## src/hdl/sct_pkg.sv

```systemverilog
// Package for the sparse coordinate table: widths, register indexes,
// status codes and the command/status structs between controller and datapath.
// No dependencies.
package sct_pkg;

  localparam int Capacity = 64;
  localparam int IdxW     = (Capacity > 1) ? $clog2(Capacity) : 1;
  localparam int CntW     = $clog2(Capacity + 1);

  localparam int CoordW   = 16;
  localparam int SizeW    = 17;
  localparam int ValueW   = 32;
  localparam int StatusW  = 2;
  localparam int EntryW   = 2 * CoordW + ValueW;
  localparam int CfgIdxW  = 1;

  localparam logic [CfgIdxW-1:0] CfgRowCount    = 1'b0;
  localparam logic [CfgIdxW-1:0] CfgColumnCount = 1'b1;
  localparam logic [SizeW-1:0]   SizeReset      = 17'h10000;

  localparam logic [StatusW-1:0] StDone  = 2'd0;
  localparam logic [StatusW-1:0] StRange = 2'd1;
  localparam logic [StatusW-1:0] StZero  = 2'd2;
  localparam logic [StatusW-1:0] StFull  = 2'd3;

  typedef struct packed {
    logic               req_load;
    logic               scan_start;
    logic               scan_step;
    logic               mem_wr_hit;
    logic               mem_append;
    logic               res_load;
    logic [StatusW-1:0] res_status;
    logic               res_found;
    logic               res_use_value;
    logic               out_load;
  } sct_cmd_t;

  typedef struct packed {
    logic is_read;
    logic range_bad;
    logic is_zero;
    logic hit;
    logic miss;
    logic full;
    logic out_free;
  } sct_sts_t;

endpackage

```

## src/hdl/sparse_coordinate_table.sv

```systemverilog
// Sparse coordinate table: bounded list of (row, column, value) triples.
// Top level; instantiates sct_ctrl and sct_datapath, uses sct_pkg.
//
// Input channel (in_valid_i / in_stall_o) carries one request transaction:
// req_type_i 0 writes a coefficient, 1 reads one. Output channel
// (out_valid_o / out_stall_i) returns one result per request: read_value_o,
// found_o and status_o (done, out of range, zero ignored, table full).
// Config port: cfg_we_i writes row count (index 0) or column count (index 1).
// One request is in flight at a time. The entry memory has one read port and
// the scan compares one stored entry per cycle from entry 0: it ends at the
// first hit, and a miss is found once all stored entries are compared. Writes
// that fail the range check or carry zero (sign bit ignored) skip the scan.
// The next request can be taken in the cycle after the result is loaded into
// the output register.
// Reset empties the table (entry memory contents are not cleared) and sets
// both sizes to 65536. While the receiver stalls, the finished result stays
// in the output register; the next request may be accepted and worked on,
// and its result waits until the output register is taken.
module sparse_coordinate_table (
  input  logic                          clk_i,
  input  logic                          rst_ni,
  input  logic                          cfg_we_i,
  input  logic [sct_pkg::CfgIdxW-1:0]   cfg_index_i,
  input  logic [sct_pkg::SizeW-1:0]     cfg_wdata_i,
  input  logic                          in_valid_i,
  output logic                          in_stall_o,
  input  logic                          req_type_i,
  input  logic [sct_pkg::CoordW-1:0]    row_index_i,
  input  logic [sct_pkg::CoordW-1:0]    column_index_i,
  input  logic [sct_pkg::ValueW-1:0]    write_value_i,
  output logic                          out_valid_o,
  input  logic                          out_stall_i,
  output logic [sct_pkg::ValueW-1:0]    read_value_o,
  output logic                          found_o,
  output logic [sct_pkg::StatusW-1:0]   status_o
);
  import sct_pkg::*;

  sct_cmd_t cmd;
  sct_sts_t sts;

  sct_ctrl u_ctrl (
    .clk_i      (clk_i),
    .rst_ni     (rst_ni),
    .in_valid_i (in_valid_i),
    .in_stall_o (in_stall_o),
    .sts_i      (sts),
    .cmd_o      (cmd)
  );

  sct_datapath u_datapath (
    .clk_i          (clk_i),
    .rst_ni         (rst_ni),
    .cmd_i          (cmd),
    .sts_o          (sts),
    .cfg_we_i       (cfg_we_i),
    .cfg_index_i    (cfg_index_i),
    .cfg_wdata_i    (cfg_wdata_i),
    .req_type_i     (req_type_i),
    .row_index_i    (row_index_i),
    .column_index_i (column_index_i),
    .write_value_i  (write_value_i),
    .out_stall_i    (out_stall_i),
    .out_valid_o    (out_valid_o),
    .read_value_o   (read_value_o),
    .found_o        (found_o),
    .status_o       (status_o)
  );

endmodule

```

## src/hdl/sct_datapath.sv

```systemverilog
// Datapath of the sparse coordinate table: request and size registers, entry
// memory with linear scan, result and output registers. Uses sct_pkg.
module sct_datapath (
  input  logic                          clk_i,
  input  logic                          rst_ni,
  input  sct_pkg::sct_cmd_t             cmd_i,
  output sct_pkg::sct_sts_t             sts_o,
  input  logic                          cfg_we_i,
  input  logic [sct_pkg::CfgIdxW-1:0]   cfg_index_i,
  input  logic [sct_pkg::SizeW-1:0]     cfg_wdata_i,
  input  logic                          req_type_i,
  input  logic [sct_pkg::CoordW-1:0]    row_index_i,
  input  logic [sct_pkg::CoordW-1:0]    column_index_i,
  input  logic [sct_pkg::ValueW-1:0]    write_value_i,
  input  logic                          out_stall_i,
  output logic                          out_valid_o,
  output logic [sct_pkg::ValueW-1:0]    read_value_o,
  output logic                          found_o,
  output logic [sct_pkg::StatusW-1:0]   status_o
);
  import sct_pkg::*;

  logic [SizeW-1:0]   row_count_q, column_count_q;
  logic               req_read_q;
  logic [CoordW-1:0]  req_row_q, req_col_q;
  logic [ValueW-1:0]  req_val_q;

  logic [EntryW-1:0]  mem_q [Capacity];
  logic [EntryW-1:0]  rd_data_q;
  logic [CntW-1:0]    total_q;
  logic [CntW-1:0]    idx_q;
  logic               cmp_vld_q;
  logic [IdxW-1:0]    cmp_idx_q;
  logic               issue;
  logic               rd_en;
  logic               mem_we;
  logic [IdxW-1:0]    wr_addr;

  logic [CoordW-1:0]  rd_row, rd_col;
  logic [ValueW-1:0]  rd_value;

  logic [StatusW-1:0] res_status_q;
  logic               res_found_q;
  logic [ValueW-1:0]  res_value_q;

  logic               out_valid_q;
  logic [StatusW-1:0] out_status_q;
  logic               out_found_q;
  logic [ValueW-1:0]  out_value_q;

  always_ff @(posedge clk_i or negedge rst_ni) begin
    if (!rst_ni) begin
      row_count_q    <= SizeReset;
      column_count_q <= SizeReset;
    end else if (cfg_we_i) begin
      unique case (cfg_index_i)
        CfgRowCount:    row_count_q    <= cfg_wdata_i;
        CfgColumnCount: column_count_q <= cfg_wdata_i;
        default: ;
      endcase
    end
  end

  always_ff @(posedge clk_i) begin
    if (cmd_i.req_load) begin
      req_read_q <= req_type_i;
      req_row_q  <= row_index_i;
      req_col_q  <= column_index_i;
      req_val_q  <= write_value_i;
    end
  end

  assign rd_row   = rd_data_q[EntryW-1 -: CoordW];
  assign rd_col   = rd_data_q[ValueW +: CoordW];
  assign rd_value = rd_data_q[ValueW-1:0];

  assign issue   = idx_q < total_q;
  assign rd_en   = cmd_i.scan_step && issue;
  assign mem_we  = cmd_i.mem_wr_hit || cmd_i.mem_append;
  assign wr_addr = cmd_i.mem_wr_hit ? cmp_idx_q : total_q[IdxW-1:0];

  always_ff @(posedge clk_i) begin
    if (mem_we) begin
      mem_q[wr_addr] <= {req_row_q, req_col_q, req_val_q};
    end
    if (rd_en) begin
      rd_data_q <= mem_q[idx_q[IdxW-1:0]];
    end
  end

  always_ff @(posedge clk_i or negedge rst_ni) begin
    if (!rst_ni) begin
      total_q   <= '0;
      idx_q     <= '0;
      cmp_vld_q <= 1'b0;
      cmp_idx_q <= '0;
    end else begin
      if (cmd_i.mem_append) begin
        total_q <= total_q + 1'b1;
      end
      if (cmd_i.scan_start) begin
        idx_q     <= '0;
        cmp_vld_q <= 1'b0;
      end else if (cmd_i.scan_step) begin
        cmp_vld_q <= issue;
        if (issue) begin
          idx_q     <= idx_q + 1'b1;
          cmp_idx_q <= idx_q[IdxW-1:0];
        end
      end
    end
  end

  always_ff @(posedge clk_i) begin
    if (cmd_i.res_load) begin
      res_status_q <= cmd_i.res_status;
      res_found_q  <= cmd_i.res_found;
      res_value_q  <= cmd_i.res_use_value ? rd_value : '0;
    end
    if (cmd_i.out_load) begin
      out_status_q <= res_status_q;
      out_found_q  <= res_found_q;
      out_value_q  <= res_value_q;
    end
  end

  always_ff @(posedge clk_i or negedge rst_ni) begin
    if (!rst_ni) begin
      out_valid_q <= 1'b0;
    end else if (cmd_i.out_load) begin
      out_valid_q <= 1'b1;
    end else if (!out_stall_i) begin
      out_valid_q <= 1'b0;
    end
  end

  always_comb begin
    sts_o.is_read   = req_read_q;
    sts_o.range_bad = ({1'b0, req_row_q} >= row_count_q) ||
                      ({1'b0, req_col_q} >= column_count_q);
    sts_o.is_zero   = req_val_q[ValueW-2:0] == '0;
    sts_o.hit       = cmp_vld_q && (rd_row == req_row_q) && (rd_col == req_col_q);
    sts_o.miss      = !cmp_vld_q && (idx_q == total_q);
    sts_o.full      = total_q == CntW'(Capacity);
    sts_o.out_free  = !out_valid_q || !out_stall_i;
  end

  assign out_valid_o  = out_valid_q;
  assign read_value_o = out_value_q;
  assign found_o      = out_found_q;
  assign status_o     = out_status_q;

`ifndef SYNTHESIS
  a_total_bound: assert property (@(posedge clk_i) disable iff (!rst_ni)
    total_q <= CntW'(Capacity))
    else $error("entry count above capacity");

  a_append_not_full: assert property (@(posedge clk_i) disable iff (!rst_ni)
    cmd_i.mem_append |-> total_q < CntW'(Capacity))
    else $error("append to a full table");

  a_append_count: assert property (@(posedge clk_i) disable iff (!rst_ni)
    cmd_i.mem_append |=> total_q == $past(total_q) + 1'b1)
    else $error("entry count not advanced by append");

  a_single_write: assert property (@(posedge clk_i) disable iff (!rst_ni)
    !(cmd_i.mem_wr_hit && cmd_i.mem_append))
    else $error("overwrite and append in one cycle");
`endif

endmodule

```

## src/hdl/sct_ctrl.sv

```systemverilog
// Controller of the sparse coordinate table: accepts a request, runs the
// check and the scan, and hands the result to the output register. Uses sct_pkg.
module sct_ctrl (
  input  logic              clk_i,
  input  logic              rst_ni,
  input  logic              in_valid_i,
  output logic              in_stall_o,
  input  sct_pkg::sct_sts_t sts_i,
  output sct_pkg::sct_cmd_t cmd_o
);
  import sct_pkg::*;

  localparam logic [1:0] Idle   = 2'd0;
  localparam logic [1:0] Check  = 2'd1;
  localparam logic [1:0] Search = 2'd2;
  localparam logic [1:0] Finish = 2'd3;

  logic [1:0] state_q, state_d;

  always_ff @(posedge clk_i or negedge rst_ni) begin
    if (!rst_ni) begin
      state_q <= Idle;
    end else begin
      state_q <= state_d;
    end
  end

  assign in_stall_o = state_q != Idle;

  always_comb begin
    state_d = state_q;
    cmd_o   = '0;
    unique case (state_q)
      Idle: begin
        if (in_valid_i) begin
          cmd_o.req_load = 1'b1;
          state_d        = Check;
        end
      end
      Check: begin
        if (!sts_i.is_read && sts_i.range_bad) begin
          cmd_o.res_load   = 1'b1;
          cmd_o.res_status = StRange;
          state_d          = Finish;
        end else if (!sts_i.is_read && sts_i.is_zero) begin
          cmd_o.res_load   = 1'b1;
          cmd_o.res_status = StZero;
          state_d          = Finish;
        end else begin
          cmd_o.scan_start = 1'b1;
          state_d          = Search;
        end
      end
      Search: begin
        cmd_o.scan_step = 1'b1;
        if (sts_i.hit) begin
          cmd_o.res_load      = 1'b1;
          cmd_o.res_status    = StDone;
          cmd_o.res_found     = 1'b1;
          cmd_o.res_use_value = sts_i.is_read;
          cmd_o.mem_wr_hit    = !sts_i.is_read;
          state_d             = Finish;
        end else if (sts_i.miss) begin
          cmd_o.res_load = 1'b1;
          if (sts_i.is_read) begin
            cmd_o.res_status = StDone;
          end else if (sts_i.full) begin
            cmd_o.res_status = StFull;
          end else begin
            cmd_o.res_status = StDone;
            cmd_o.mem_append = 1'b1;
          end
          state_d = Finish;
        end
      end
      Finish: begin
        if (sts_i.out_free) begin
          cmd_o.out_load = 1'b1;
          state_d        = Idle;
        end
      end
      default: state_d = Idle;
    endcase
  end

endmodule

```

## config.mk

```make
export PLATFORM = sky130hd
export DESIGN_NAME = sparse_coordinate_table
export DESIGN_NICKNAME = d
export VERILOG_FILES = /design/src/hdl/sct_pkg.sv /design/src/hdl/sparse_coordinate_table.sv /design/src/hdl/sct_datapath.sv /design/src/hdl/sct_ctrl.sv
export SDC_FILE = /design/constraint.sdc
export NUM_CORES = 2
export LEC_CHECK = 0
export ABC_CLOCK_PERIOD_IN_PS = 5900
export BUFFER_PORTS_ARGS = -buffer_cell sky130_fd_sc_hd__buf_2
export CAP_MARGIN = 10
export CORE_UTILIZATION = 48
export CTS_CLUSTER_DIAMETER = 40
export DETAILED_ROUTE_END_ITERATION = 12
export PLACE_DENSITY_LB_ADDON = 0.2
export SYNTH_ARGS = -nofsm -noshare
export SYNTH_HDL_FRONTEND = slang
export SYNTH_SLANG_ARGS = --single-unit
```

## constraint.sdc

```tcl
create_clock -name clk_i -period 5.9 [get_ports clk_i]
set_input_delay 1.18 -clock clk_i [delete_from_list [all_inputs] [get_ports clk_i]]
set_output_delay 1.18 -clock clk_i [all_outputs]
set_load 0.01 [all_outputs]
```

==> summary.md <==
| Metric | Value |
|---|---|
| Result of the run | finished clean |
| Cell area power density | 426 nW/µm² |
| Total of warnings raised by yosys | 0 |
| Launching point of the worst reg2reg path | u_datapath.req_col_q[0] |
| Number of enable-type register cells in the synthesized netlist | 4295 |
| Share of the core filled with cells in the final layout | 0.561 |
| Insertion delay to the later sink of the worst-skew pair | roughly 1100 ps |
| Detailed-route DRC error count | 0 |
| Clock slew seen by the registers of the worst setup and hold paths | 50 ps |
| Total of hold buffers inserted after clock tree synthesis | 0 |
| P&R area growth vs syn | 16.3% |
| Flip-flop cell with the highest count after synthesis | edfxtp_1 |
| Min cycle time layout | 5190 ps |
| Net Sw Frac | 0.252 |
| Critical path peak fanout | 32 |
| Post-DRT Antenna Nets | 0 |
| Final layout net count | 7280 |
| Combinational share of power | 0.160 |
| Syn_area_per_cell | between 20 and 30 µm² |
| Cell internal power dissipation | 61300 µW |
| H-tree depth | 6 |
| Setup crit start | u_datapath.req_col_q[0] |
| Share of total power in the clock network | 0.401 |
| Synth Net Count | 6655 |
| Final worst-path cycle share | 0.879 |
| Largest stage delay, worst path | 700 ps |
| Sequential cell fraction of total power | 0.438 |
| Maximum count of clock buffers along a single path | 4 |
| Floorplan die height | roughly 590 µm |
| Overall track demand over capacity in global routing | 0.259 |
| Post-DP HPWL | 233 mm |
| Most frequently used cell type in the post-synthesis netlist | edfxtp_1 |
| Die Footprint | 347000 µm² |
| Cell count of the worst reg-to-reg path | 8 |
| Number of buffers added by the clock tree synthesis step | roughly 540 |
| Critical Path Slowest Stage Cell | o31ai_1 |
| Cells traversed along the worst timing path | xnor2_1 -> nand4_1 -> nor2_1 -> nand3_1 -> o31ai_1 -> nand2_1 -> nor2_4 -> buf_4 |
| Sequential share of the synthesized area | 0.789 |
| Critical path data arrival time | 5810 ps |
| Last element of the critical path | u_datapath.mem_q[43][44] |
| Most area-consuming cells after synthesis | edfxtp_1 78%, mux4_2 18%, dfrtp_1 0.85% |
| Maximum number of pins on one net before global-route repair | 146 |
| Unique cell type count in the Yosys netlist | 49 |
| Overflow after GRT | 0 |
| Root Buffer | clkbuf_16 |
| Setup repair after global routing missed its margin | false |
| Min-Delay Path Class | input port to flop |
| Post-detailed-routing wire length | about 450 mm |
| Endpoint of the lowest-slack register-to-register path | u_datapath.mem_q[43][44] |
| Initial core utilization | 0.482 |
| TritonCTS clock tree | built |
| Worst slack at placement | 755 ps |
| Ports | 125 |
| Wire length of the first global-routing pass | 623 mm |
| Critical Path Sink Type | flop |
| DR pass1 iterations | 5 |
| Via count of the routed design | ~77000 |
| Placeable core region | 343000 µm² |
| 1st-iter DRT viols | 10200 |
| Area fraction of the dominant cell type after synthesis | 0.780 |
| Peak Freq | 193 MHz |
| Leakage Power | approximately 0.059 µW |
| Horiz. Die Dim | between 500 and 600 µm |
| R2r setup slk | about 710 ps |
| Average detailed-routed wire length per instance | 37.0 µm |
| Synthesized instance count | roughly 6500 |
| Setup WS post-layout | between 700 and 800 ps |
| Required @ worst endpoint | 6520 ps |
| Antenna violations before repair | 27 |
| Number of rows in the core area | 215 |
| Vias in the first global route | 77900 |
| Asr flop ratio synth | 0.0133 |
| Peak supply drop | between 0.0003 and 0.0004 V |
| Worst Setup Path Type | flop to flop |
| Via density | ~6.4 |
| Setup violation total in the final timing report | 0 |
| Number of pins with negative max-slew slack in the final report | 0 |
| Input/output buffers | 124 |
| Relative slew margins | 0.189 |
| Gp weighted congestion | around 0.8 |
| Mapped Area | roughly 170000 µm² |
| Max_cap viols | 0 |
| Post-CTS resize count | 0 |
| Hold violation count in the final report | 0 |
| Fin Clk Skew | 70.3 ps |
| Number of sinks handled by clock tree synthesis | 4353 |
| Worst Tran Pin Value | 1220 ps |
| Fraction of final layout cells sized beyond drive strength 1 | 0.356 |
| Synth Register Bits | 4353 |
| Yosys top cell by area | edfxtp_1 |
| Buffer count from post-CTS setup fixing | 0 |
| Top post-synthesis cells by count | 4295 x edfxtp_1, 1344 x mux4_2, 170 x clkbuf_1 |
| Net Sw Power | 20600 µW |
| Launching element type of the critical path | flop |
## area by class of cell
class / count / area (µm²)
flip-flops and latches: 4353 / 130000
repair buffers: 400 / 4120
multi-input cells: 1799 / 33900
diodes: 6 / 15.0
inverters: 49 / 189
fillers: 24700 / 150000
clock inverters: 344 / 3780
well taps: 4557 / 5700
clock buffers: 628 / 14200
## stage by stage
step / hold slack (ps) / area [µm²] / std cells / TNS (ps) / power, µW
floorplan: 400 / 165000 / 6519 / -766730 / 45400
global placement: 405 / 174000 / 11200 / 0 / 49700
detailed placement: 408 / 174000 / 11200 / 0 / 49800
CTS: 260 / 192000 / 12100 / 0 / 82500
global route: 285 / 192000 / 12100 / 0 / 84200
finish: 330 / 192000 / 12100 / 0 / 81900
## placed cells by master, fill, tap and decap left out, drive strengths merged, types with 4 or more instances in the layout
cell | Yosys | layout
nand2 | 50 | 50
buf | 148 | 400
nor3 | 9 | 9
clkbuf | 170 | 628
nor2 | 90 | 90
bufinv | 0 | 54
a21oi | 17 | 17
nor2b | 4 | 4
nand2b | 5 | 5
clkinvlp | 0 | 43
and2 | 36 | 36
ha | 48 | 48
clkinv | 0 | 194
mux2 | 26 | 26
xnor2 | 40 | 40
nand3 | 13 | 13
edfxtp | 4295 | 4295
diode | 0 | 6
dfrtp | 56 | 56
inv | 49 | 102
nand4 | 19 | 19
nor4 | 14 | 14
a21o | 4 | 4
mux2i | 4 | 4
o21ai | 32 | 32
a31oi | 4 | 4
mux4 | 1344 | 1344
## registers in the layout (all words and copies together), names as in the netlist, 6 cells and up
register and flops:
u_datapath.mem_q 4096, u_datapath.rd_data_q 64, u_datapath.read_value_o 32, u_datapath.req_val_q 32, u_datapath.res_value_q 32, u_datapath.column_count_q 17, u_datapath.row_count_q 17, u_datapath.req_col_q 16
u_datapath.req_row_q 16, u_datapath.idx_q 7, u_datapath.total_q 7, u_datapath.cmp_idx_q 6
## logic make-up (layout without fill, tap and decap cells)
kind of cell	after synthesis	after routing	synth area share
other	0	6	0
XOR/XNOR	43	43	0.00228
AO/OA/AOI/OAI	77	77	0.00283
adder cells (fa/ha/maj)	48	48	0.00363
AND/OR/NAND/NOR	257	257	0.00770
buffers and inverters	367	1421	0.00934
multiplexers	1374	1374	0.185
flip-flops	4353	4353	0.789
## routing by layer
layer  part of all wire  GRT usage  vias up
li1                   -          -    29800
met1               0.39      0.368    42900
met2               0.49      0.419     4004
met3              0.088     0.0463      695
met4              0.028     0.0702        4
met5           0.000060          0        -
## power groups by stage
stage          logic [µW]  clock network [µW]  registers, µW
3_5_place_dp        13300                   0          36500
2_1_floorplan        8420                   0          37000
5_1_grt             13900               34500          35900
4_1_cts             13300               33300          35900
6_report            13100               32900          35900
3_3_place_gp        13200                   0          36500
## worst min-delay path by stage
| stage | cells past startpoint | to | start |
|---|---|---|---|
| after floorplan | 0 | u_datapath.found_o | u_datapath.res_found_q |
| after global placement | 0 | u_datapath.read_value_o[1] | u_datapath.res_value_q[1] |
| after detailed placement | 0 | u_datapath.read_value_o[2] | u_datapath.res_value_q[2] |
| after CTS | 1 | u_datapath.req_val_q[8] | write_value_i[8] |
| after global routing | 1 | u_datapath.req_val_q[8] | write_value_i[8] |
| final | 1 | u_datapath.req_col_q[7] | column_index_i[7] |
## critical path: cells and delay by family, from the launching register on
| kind | cells | cell delay [ps] |
|---|---|---|
| AOI/OAI and AO/OA | 1 | 700 |
| xor gates and xnor gates | 1 | 670 |
| buffers and inverters | 1 | 620 |
| DFF | 1 | 460 |
| and+or+nand+nor | 5 | 2290 |
Note: power is estimated with default switching activity, not from simulation.
